$ cat src/hdl/cor_pkg.sv
// ----------------------------------------------------------------------------
// cor_pkg
// shared types and constants of the circle outline rasterizer
// ----------------------------------------------------------------------------
package cor_pkg;

    // item operation codes
    localparam logic OP_START = 1'b0;
    localparam logic OP_STEP  = 1'b1;

    // eight mirrored points per step, index bits select the mirror
    localparam int PTS_PER_STEP = 8;
    localparam int PT_IDX_W     = $clog2(PTS_PER_STEP);
    localparam logic [PT_IDX_W-1:0] PT_LAST = PT_IDX_W'(PTS_PER_STEP - 1);
    localparam int PT_SWAP_BIT  = 0;
    localparam int PT_NEGX_BIT  = 1;
    localparam int PT_NEGY_BIT  = 2;

    // step queue between front and back
    localparam int Q_DEPTH = 2;
    localparam int Q_PTR_W = $clog2(Q_DEPTH);
    localparam int Q_CNT_W = $clog2(Q_DEPTH + 1);

    typedef struct packed {
        logic full;
        logic empty;
    } t_q_stat;

endpackage

$ cat src/hdl/circle_outline_rasterizer.sv
// ----------------------------------------------------------------------------
// circle_outline_rasterizer
// outline circle rasterizer, three-branch integer decision walk of one octant
// ----------------------------------------------------------------------------
// A start transaction (op 0) latches center and radius and produces nothing; each step
// transaction (op 1) yields the eight mirrored points of the current offsets, the eighth
// flagged last_in_step, all eight flagged circle_done on the closing step; a step with
// no circle running yields nothing. The front takes one transaction per cycle while its
// two-entry step queue has room. The back puts out one point per cycle while the output
// is not stalled and the queue holds a step; the first point of a step reaches the
// output through the step queue and then the output register.
module circle_outline_rasterizer #(
    parameter int COORD_WIDTH  = 16,
    parameter int RADIUS_WIDTH = 12
) (
    input  logic                           i_clk,
    input  logic                           i_rst_n,
    input  logic                           i_valid,
    output logic                           o_stall,
    input  logic                           i_op,
    input  logic signed [COORD_WIDTH-1:0]  i_center_x,
    input  logic signed [COORD_WIDTH-1:0]  i_center_y,
    input  logic [RADIUS_WIDTH-1:0]        i_radius,
    output logic                           o_valid,
    input  logic                           i_stall,
    output logic signed [COORD_WIDTH:0]    o_point_x,
    output logic signed [COORD_WIDTH:0]    o_point_y,
    output logic                           o_last_in_step,
    output logic                           o_circle_done
);
    import cor_pkg::*;

    localparam int REC_W = 2 * COORD_WIDTH + 2 * (RADIUS_WIDTH + 2) + 1;

    t_q_stat          q_stat;
    logic             q_push;
    logic             q_pop;
    logic [REC_W-1:0] q_wdata;
    logic [REC_W-1:0] q_rdata;

    cor_front #(
        .CW (COORD_WIDTH),
        .RW (RADIUS_WIDTH)
    ) u_front (
        .i_clk      (i_clk),
        .i_rst_n    (i_rst_n),
        .i_valid    (i_valid),
        .o_stall    (o_stall),
        .i_op       (i_op),
        .i_center_x (i_center_x),
        .i_center_y (i_center_y),
        .i_radius   (i_radius),
        .i_qstat    (q_stat),
        .o_push     (q_push),
        .o_rec      (q_wdata)
    );

    cor_queue #(
        .WIDTH (REC_W)
    ) u_queue (
        .i_clk   (i_clk),
        .i_rst_n (i_rst_n),
        .i_push  (q_push),
        .i_data  (q_wdata),
        .i_pop   (q_pop),
        .o_data  (q_rdata),
        .o_stat  (q_stat)
    );

    cor_back #(
        .CW (COORD_WIDTH),
        .RW (RADIUS_WIDTH)
    ) u_back (
        .i_clk          (i_clk),
        .i_rst_n        (i_rst_n),
        .i_rec          (q_rdata),
        .i_qstat        (q_stat),
        .o_pop          (q_pop),
        .o_valid        (o_valid),
        .i_stall        (i_stall),
        .o_point_x      (o_point_x),
        .o_point_y      (o_point_y),
        .o_last_in_step (o_last_in_step),
        .o_circle_done  (o_circle_done)
    );

`ifndef SYNTHESIS
    // retiring a step must leave its eighth point in the output register
    a_pop_shows_last: assert property (@(posedge i_clk) disable iff (!i_rst_n)
        q_pop |=> (o_valid && o_last_in_step))
        else $error("step retired without its last point on the output");

    // front never writes a full queue
    a_no_push_full: assert property (@(posedge i_clk) disable iff (!i_rst_n)
        q_push |-> !q_stat.full)
        else $error("step pushed into a full queue");

    // back never reads an empty queue
    a_no_pop_empty: assert property (@(posedge i_clk) disable iff (!i_rst_n)
        q_pop |-> !q_stat.empty)
        else $error("step popped from an empty queue");
`endif

endmodule

$ cat src/hdl/cor_front.sv
// ----------------------------------------------------------------------------
// cor_front
// accepts start and step items, keeps the octant walk state and queues steps
// ----------------------------------------------------------------------------
module cor_front #(
    parameter int CW = 16,
    parameter int RW = 12
) (
    input  logic                          i_clk,
    input  logic                          i_rst_n,
    input  logic                          i_valid,
    output logic                          o_stall,
    input  logic                          i_op,
    input  logic signed [CW-1:0]          i_center_x,
    input  logic signed [CW-1:0]          i_center_y,
    input  logic [RW-1:0]                 i_radius,
    input  cor_pkg::t_q_stat              i_qstat,
    output logic                          o_push,
    output logic [2*CW+2*(RW+2):0]        o_rec
);
    import cor_pkg::*;

    localparam int OW = RW + 2;
    localparam int DW = RW + 4;
    localparam logic signed [DW-1:0] D_ONE = DW'(1);
    localparam logic signed [OW-1:0] O_ONE = OW'(1);

    logic signed [CW-1:0] r_cx;
    logic signed [CW-1:0] r_cy;
    logic [RW-1:0]        r_r;
    logic signed [OW-1:0] r_ox;
    logic signed [OW-1:0] r_oy;
    logic signed [DW-1:0] r_d;
    logic                 r_active;

    logic                 accept;
    logic                 emit;
    logic signed [DW-1:0] ox_d;
    logic signed [DW-1:0] oy_d;
    logic signed [DW-1:0] r_d_ext;
    logic signed [DW-1:0] twox;
    logic signed [DW-1:0] rmo2;
    logic signed [DW-1:0] n_d;
    logic signed [OW-1:0] n_ox;
    logic signed [OW-1:0] n_oy;
    logic                 done;

    assign o_stall = i_qstat.full;
    assign accept  = i_valid && !o_stall;
    assign emit    = accept && (i_op == OP_STEP) && r_active && !(r_oy < r_ox);
    assign o_push  = emit;

    assign ox_d    = DW'(r_ox);
    assign oy_d    = DW'(r_oy);
    assign r_d_ext = DW'({1'b0, r_r});
    assign twox    = ox_d <<< 1;
    assign rmo2    = (r_d_ext - oy_d) <<< 1;

    // three-branch decision rule
    always_comb begin
        if (r_d >= twox) begin
            n_d  = r_d - twox - D_ONE;
            n_ox = r_ox + O_ONE;
            n_oy = r_oy;
        end else if (r_d < rmo2) begin
            n_d  = r_d + (oy_d <<< 1) - D_ONE;
            n_ox = r_ox;
            n_oy = r_oy - O_ONE;
        end else begin
            n_d  = r_d + ((oy_d - ox_d - D_ONE) <<< 1);
            n_ox = r_ox + O_ONE;
            n_oy = r_oy - O_ONE;
        end
    end

    assign done  = n_oy < n_ox;
    // queued step carries the offsets before the update
    assign o_rec = {r_cx, r_cy, r_ox, r_oy, done};

    always_ff @(posedge i_clk) begin
        if (!i_rst_n) begin
            r_active <= 1'b0;
        end else if (accept) begin
            if (i_op == OP_START) begin
                r_active <= 1'b1;
            end else if (!emit || done) begin
                r_active <= 1'b0;
            end
        end
    end

    always_ff @(posedge i_clk) begin
        if (accept && (i_op == OP_START)) begin
            r_cx <= i_center_x;
            r_cy <= i_center_y;
            r_r  <= i_radius;
            r_ox <= '0;
            r_oy <= OW'({1'b0, i_radius});
            r_d  <= DW'({1'b0, i_radius}) - D_ONE;
        end else if (emit) begin
            r_ox <= n_ox;
            r_oy <= n_oy;
            r_d  <= n_d;
        end
    end

endmodule

$ cat src/hdl/cor_queue.sv
// ----------------------------------------------------------------------------
// cor_queue
// short fifo of pending steps between front and back
// ----------------------------------------------------------------------------
module cor_queue #(
    parameter int WIDTH = 61
) (
    input  logic             i_clk,
    input  logic             i_rst_n,
    input  logic             i_push,
    input  logic [WIDTH-1:0] i_data,
    input  logic             i_pop,
    output logic [WIDTH-1:0] o_data,
    output cor_pkg::t_q_stat o_stat
);
    import cor_pkg::*;

    logic [WIDTH-1:0]   r_mem [Q_DEPTH];
    logic [Q_PTR_W-1:0] r_wr;
    logic [Q_PTR_W-1:0] r_rd;
    logic [Q_CNT_W-1:0] r_cnt;

    assign o_data       = r_mem[r_rd];
    assign o_stat.full  = (r_cnt == Q_CNT_W'(Q_DEPTH));
    assign o_stat.empty = (r_cnt == '0);

    always_ff @(posedge i_clk) begin
        if (!i_rst_n) begin
            r_wr  <= '0;
            r_rd  <= '0;
            r_cnt <= '0;
        end else begin
            if (i_push) begin
                r_wr <= Q_PTR_W'(r_wr + 1'b1);
            end
            if (i_pop) begin
                r_rd <= Q_PTR_W'(r_rd + 1'b1);
            end
            if (i_push && !i_pop) begin
                r_cnt <= r_cnt + 1'b1;
            end else if (i_pop && !i_push) begin
                r_cnt <= r_cnt - 1'b1;
            end
        end
    end

    always_ff @(posedge i_clk) begin
        if (i_push) begin
            r_mem[r_wr] <= i_data;
        end
    end

endmodule

$ cat src/hdl/cor_back.sv
// ----------------------------------------------------------------------------
// cor_back
// walks the eight mirrored points of the head step into the output register
// ----------------------------------------------------------------------------
module cor_back #(
    parameter int CW = 16,
    parameter int RW = 12
) (
    input  logic                     i_clk,
    input  logic                     i_rst_n,
    input  logic [2*CW+2*(RW+2):0]   i_rec,
    input  cor_pkg::t_q_stat         i_qstat,
    output logic                     o_pop,
    output logic                     o_valid,
    input  logic                     i_stall,
    output logic signed [CW:0]       o_point_x,
    output logic signed [CW:0]       o_point_y,
    output logic                     o_last_in_step,
    output logic                     o_circle_done
);
    import cor_pkg::*;

    localparam int OW = RW + 2;
    localparam int SW = ((CW > OW) ? CW : OW) + 1;

    logic signed [CW-1:0] h_cx;
    logic signed [CW-1:0] h_cy;
    logic signed [OW-1:0] h_ox;
    logic signed [OW-1:0] h_oy;
    logic                 h_done;

    logic [PT_IDX_W-1:0]  r_idx;
    logic                 r_valid;
    logic                 load;
    logic signed [OW-1:0] dx;
    logic signed [OW-1:0] dy;
    logic signed [SW-1:0] px;
    logic signed [SW-1:0] py;

    assign {h_cx, h_cy, h_ox, h_oy, h_done} = i_rec;

    assign load  = (!r_valid || !i_stall) && !i_qstat.empty;
    assign o_pop = load && (r_idx == PT_LAST);

    // index bits pick swap of the offsets and the sign of each axis
    assign dx = r_idx[PT_SWAP_BIT] ? h_oy : h_ox;
    assign dy = r_idx[PT_SWAP_BIT] ? h_ox : h_oy;
    assign px = r_idx[PT_NEGX_BIT] ? (SW'(h_cx) - SW'(dx)) : (SW'(h_cx) + SW'(dx));
    assign py = r_idx[PT_NEGY_BIT] ? (SW'(h_cy) - SW'(dy)) : (SW'(h_cy) + SW'(dy));

    always_ff @(posedge i_clk) begin
        if (!i_rst_n) begin
            r_valid <= 1'b0;
            r_idx   <= '0;
        end else if (load) begin
            r_valid <= 1'b1;
            r_idx   <= PT_IDX_W'(r_idx + 1'b1);
        end else if (!i_stall) begin
            r_valid <= 1'b0;
        end
    end

    always_ff @(posedge i_clk) begin
        if (load) begin
            o_point_x      <= px[CW:0];
            o_point_y      <= py[CW:0];
            o_last_in_step <= (r_idx == PT_LAST);
            o_circle_done  <= h_done;
        end
    end

    assign o_valid = r_valid;

endmodule

$ cat config.mk
export PLATFORM = sky130hd
export DESIGN_NAME = circle_outline_rasterizer
export DESIGN_NICKNAME = d
export VERILOG_FILES = /design/src/hdl/cor_pkg.sv /design/src/hdl/circle_outline_rasterizer.sv /design/src/hdl/cor_front.sv /design/src/hdl/cor_queue.sv /design/src/hdl/cor_back.sv
export SDC_FILE = /design/constraint.sdc
export NUM_CORES = 1
export LEC_CHECK = 0
export BUFFER_PORTS_ARGS = -buffer_cell sky130_fd_sc_hd__buf_2
export CAP_MARGIN = 20
export CORE_MARGIN = 10
export CORE_UTILIZATION = 64
export CTS_CLUSTER_SIZE = 10
export DETAILED_ROUTE_END_ITERATION = 8
export MAX_ROUTING_LAYER = met4
export PLACE_DENSITY = 0.85
export SETUP_SLACK_MARGIN = 0.2
export SLEW_MARGIN = 20
export SYNTH_ARGS = -nofsm -noshare
export SYNTH_HDL_FRONTEND = slang
export SYNTH_SLANG_ARGS = --single-unit
export TNS_END_PERCENT = 30
$ cat constraint.sdc
create_clock -name i_clk -period 11.6 [get_ports i_clk]
set_input_delay 1.16 -clock i_clk [delete_from_list [all_inputs] [get_ports i_clk]]
set_output_delay 1.16 -clock i_clk [all_outputs]
set_load 0.005 [all_outputs]
==> run summary <==
The run finished with clean final reports. The launching element type of the critical path is a register. The number of antenna diodes came out at 0. The number of instances in the synthesized netlist is 1,518. After routing the design area is between 0.015 and 0.02 mm2. Max-cap violations in this run came to 0.

met2 is the most crowded layer. The synthesis warning total came out at 0. The number of nets produced by synthesis came out at roughly 1,700. The mean instance size in the synthesized netlist came out at roughly 11 um2. The post-synthesis cell type count is between 70 and 80.

Net switching is roughly a third of the power. Derived from the worst setup path, the maximum achievable clock frequency is approximately 150 MHz. The largest stage delay on the critical path is around 0.51 ns. The maximum VDD drop came out at 0.123 mV.

The root buffer cell is clkbuf_16. For this run, global-route usage on met1 was measured as around 31%. The die covers approximately 0.033 mm2. The setup TNS after final layout came out at 0 ns. The analysis attributes to cell leakage a power of ~7.1 nW.

The number of endpoints with negative hold slack in the final report was 0. The instance area at placement came out at about 0.017 mm2. The share of power burned in combinational logic came out at 32.1%. Setup repair after global routing left no endpoint under its margin. The count of antenna-violating nets left after detailed routing is 0. Of the synthesized area, sequential elements account for 44.7%. The worst flop-to-flop path startpoint is u_front.r_oy[1]$_DFFE_PP_.

The reported net switching power is just under 1 mW. The met3 demand-to-capacity share in global routing is 3.42%. The total grt overflow is 0. The clock drives ~260 sinks.

For the final database, setup skew stands at approximately 0.015 ns. The first global-routing pass estimated roughly 66 mm of wire. TritonCTS built the clock tree.

For this design, the slowest cell found on the critical path is a2111oi_0. The sequential power share is 37.5%. The number of DRC violations after detailed routing came out at 0.

For this design the ratio of total power to cell area is around 160 mW/mm2. The minimum setup slack after placement came out at between 5 and 6 ns. At the later pin of the worst-skew pair, clock insertion delay measures between 0.5 and 0.6 ns. The number of DRC violations after detailed-routing iteration 0 came out at between 1,000 and 1,500. The synthesized design contains 256 register bits. The final cycle utilization of the critical path is between 50% and 60%.

The worst hold path begins at u_front.r_cy[1]$_DFFE_PP_. The overall track demand over capacity in global routing came out at roughly 25%. The post-layout utilization of the core is 72.2%. The routed design has ~42 mm of wire. STA classifies the critical path endpoint as a register. The final RePlAce weighted congestion came out at between 0.9 and 1. The time the final worst path needs with I/O delays and setup is 6.50 ns. Dividing the detail-routed via count by the number of cells gives 6.33. STA puts the critical path data arrival time at 6.94 ns. The initial cell density of the core is between 60% and 70%.

For this design, the CTS-stage hold fixing added 0 buffers. Data on the critical path is required at its endpoint by between 10 and 15 ns. The least setup slack across all paths after layout is 5.10 ns. The largest fanout on the critical path is 12. The clock slew seen by the registers of the worst setup and hold paths came out at around 0.070 ns. For met2 alone, demand over resource in global routing was a little over two fifths. The number of global-route vias before repair was roughly 12,000. The post-CTS setup buffer count came out at 0. The count of input and output buffers came out at 86. The placed wire-length estimate is roughly 30 mm. The initial antenna violation count came out at 0.

The area overhead of the layout relative to synthesis is 10.3%. The number of max-slew violations in the final report is 0. The share of cells above drive strength 1 is 14.1%.

The clock buffer count from CTS is 30. The worst pin sits at a relative slew slack of between 30% and 40%. The most critical setup path has its startpoint at u_front.r_oy[1]$_DFFE_PP_.

The layout net count came out at ~1,800. The number of filler cells placed in the layout is 1,795. Yosys mapped a number of flops with a built-in enable equal to 230. The core region is 0.0254 mm2. The I/O pin count is 87. In this run the worst hold path is classified as reg2reg.

The post-cts repair resize count is 0. The number of buffers on the longest clock path is 3. The internal portion of the total power is about 2.0 mW. The transition time of the tightest slew-check pin came out at 0.900 ns. In the synthesized netlist the dominant register cell turns out to be edfxtp_1. The floorplan has between 50 and 60 rows. The most used cell along the critical path is o21ai_0. Setup violations remaining at the end of the flow were counted as 0. The maximum level of the CTS H-tree is 1. The largest net degree at the start of global routing came out at 56.

From left edge to right edge, the die measures between 150 and 200 um. The netlist area before placement is roughly 0.017 mm2. In the synthesized netlist the async set-or-reset flop fraction comes to 0%. The die is between 150 and 200 um tall. The power after layout came out at approximately 3 mW. The critical path is of the reg2reg type. The number of vias after detailed routing came out at ~12,000. The post-detailed-route wirelength per cell came out at between 20 and 25 um. The number of iterations in the first detailed-routing pass is 6. Of the total power, the clock network draws 30.5%.
[cells by family after synthesis]
kind of cell	synth area share (%)
AOI/OAI and AO/OA	13.0
xor gates and xnor gates	7.85
adders and majority gates	12.3
and+or+nand+nor	11.3
buffers and inverters	3.39
DFF	44.7
muxes	7.57
[per-layer routing]
| metal | wire length (um) | vias to the layer above |
|---|---|---|
| met5 | 0 | - |
| met4 | 1600 | 0 |
| met3 | 2770 | 101 |
| met2 | 20400 | 493 |
| met1 | 16900 | 5980 |
| li1 | - | 5862 |
[sequential cells by signal (all words and copies together) (netlist names), 2 cells and up, named ones only]
signal            cells
u_front.r_d          16
u_queue.r_cnt         2
u_back.o_point_x     17
u_back.o_point_y     17
u_front.r_cy         16
u_front.r_oy         14
u_front.r_cx         16
u_front.r_ox         14
u_front.r_r          12
u_queue.r_mem       122
u_back.r_idx          3
[through the flow]
stage | hold WS, ns | instances
floorplan | 0.421 | 1518
global placement | 0.422 | 1909
detailed placement | 0.435 | 1909
CTS | 0.448 | 1965
global route | 0.456 | 1965
finish | 0.451 | 1965
[worst max-delay path: cells and delay by family, from the launching register on]
kind	cells	cell delay (ns)
AO/OA/AOI/OAI	14	3.46
XOR/XNOR	1	0.12
adder cells (fa/ha/maj)	3	0.89
buffers and inverters	1	0.26
flip-flops	1	0.49
AND/OR/NAND/NOR	8	1.17
[layout by cell type, fill, tap and decap left out, types with 25 or more instances in the layout]
cell / Yosys / routed
edfxtp_1: 230 / 230
ha_1: 152 / 152
xnor2_1: 108 / 108
inv_1: 105 / 104
nor2_1: 104 / 103
buf_2: 10 / 86
a21oi_1: 86 / 85
o21ai_0: 69 / 68
nand2_1: 68 / 67
mux2_2: 56 / 56
xor2_1: 41 / 41
nor3_1: 36 / 36
mux2i_1: 35 / 35
a21o_1: 34 / 34
clkbuf_16: 0 / 31
nand3_1: 30 / 30
a211oi_1: 25 / 25
dfxtp_1: 26 / 25
[synthesized netlist by cell type (3+ instances only)]
cell type | number | area share [%]
a2111oi_0 | 3 | 0.16
a211o_1 | 4 | 0.21
a211oi_1 | 25 | 1.1
a21boi_0 | 6 | 0.27
a21o_1 | 34 | 1.5
a21oi_1 | 86 | 2.6
a31o_2 | 8 | 0.42
a31oi_1 | 24 | 0.90
a41oi_1 | 3 | 0.16
and2_1 | 18 | 0.68
and3_1 | 19 | 0.71
and4_1 | 5 | 0.26
buf_1 | 5 | 0.11
buf_2 | 10 | 0.30
clkbuf_1 | 18 | 0.41
dfxtp_1 | 26 | 3.1
edfxtp_1 | 230 | 42
fa_1 | 7 | 0.84
ha_1 | 152 | 11
inv_1 | 105 | 2.4
mux2_2 | 56 | 3.8
mux2i_1 | 35 | 2.1
mux4_2 | 10 | 1.4
nand2_1 | 68 | 1.5
nand2b_1 | 15 | 0.56
nand3_1 | 30 | 0.90
nand3b_1 | 3 | 0.14
nand4_1 | 19 | 0.71
nor2_1 | 104 | 2.3
nor2b_1 | 19 | 0.71
nor3_1 | 36 | 1.1
nor4_1 | 9 | 0.34
o211ai_1 | 11 | 0.50
o21a_1 | 13 | 0.59
o21ai_0 | 69 | 2.1
o21bai_1 | 13 | 0.59
o31ai_1 | 7 | 0.32
or2_2 | 9 | 0.34
or3_1 | 13 | 0.49
xnor2_1 | 108 | 5.7
xor2_1 | 41 | 2.2
[final timing paths]
kind	cells after the start	end	slack (ns)
setup / recovery	27	u_front.r_active$_SDFFE_PN0P_	5.10
hold / removal	0	u_queue.r_mem[1][30]$_DFFE_PP_	0.45
setup reg to reg	27	u_front.r_active$_SDFFE_PN0P_	5.10
hold reg to reg	0	u_queue.r_mem[1][30]$_DFFE_PP_	0.45
[power by group through the flow]
| stage | clock network (mW) | registers, mW | logic [mW] |
|---|---|---|---|
| 2_1_floorplan | 0 | 1.10 | 0.705 |
| 3_3_place_gp | 0 | 1.12 | 0.905 |
| 3_5_place_dp | 0 | 1.12 | 0.928 |
| 4_1_cts | 0.904 | 1.10 | 0.937 |
| 5_1_grt | 0.944 | 1.11 | 1.05 |
| 6_report | 0.899 | 1.10 | 0.946 |
[final cells by class]
| cell class | count | area (um2) | area share (%) |
|---|---|---|---|
| Tap cell | 330 | 413 | 2.25 |
| Clock buffer | 54 | 892 | 4.86 |
| Multi-Input combinational cell | 1121 | 8670 | 47.3 |
| Sequential cell | 256 | 7430 | 40.5 |
| Inverter | 105 | 394 | 2.15 |
| Clock inverter | 2 | 35.0 | 0.191 |
| Timing Repair Buffer | 97 | 513 | 2.80 |
(Power assumes the default switching activity.)
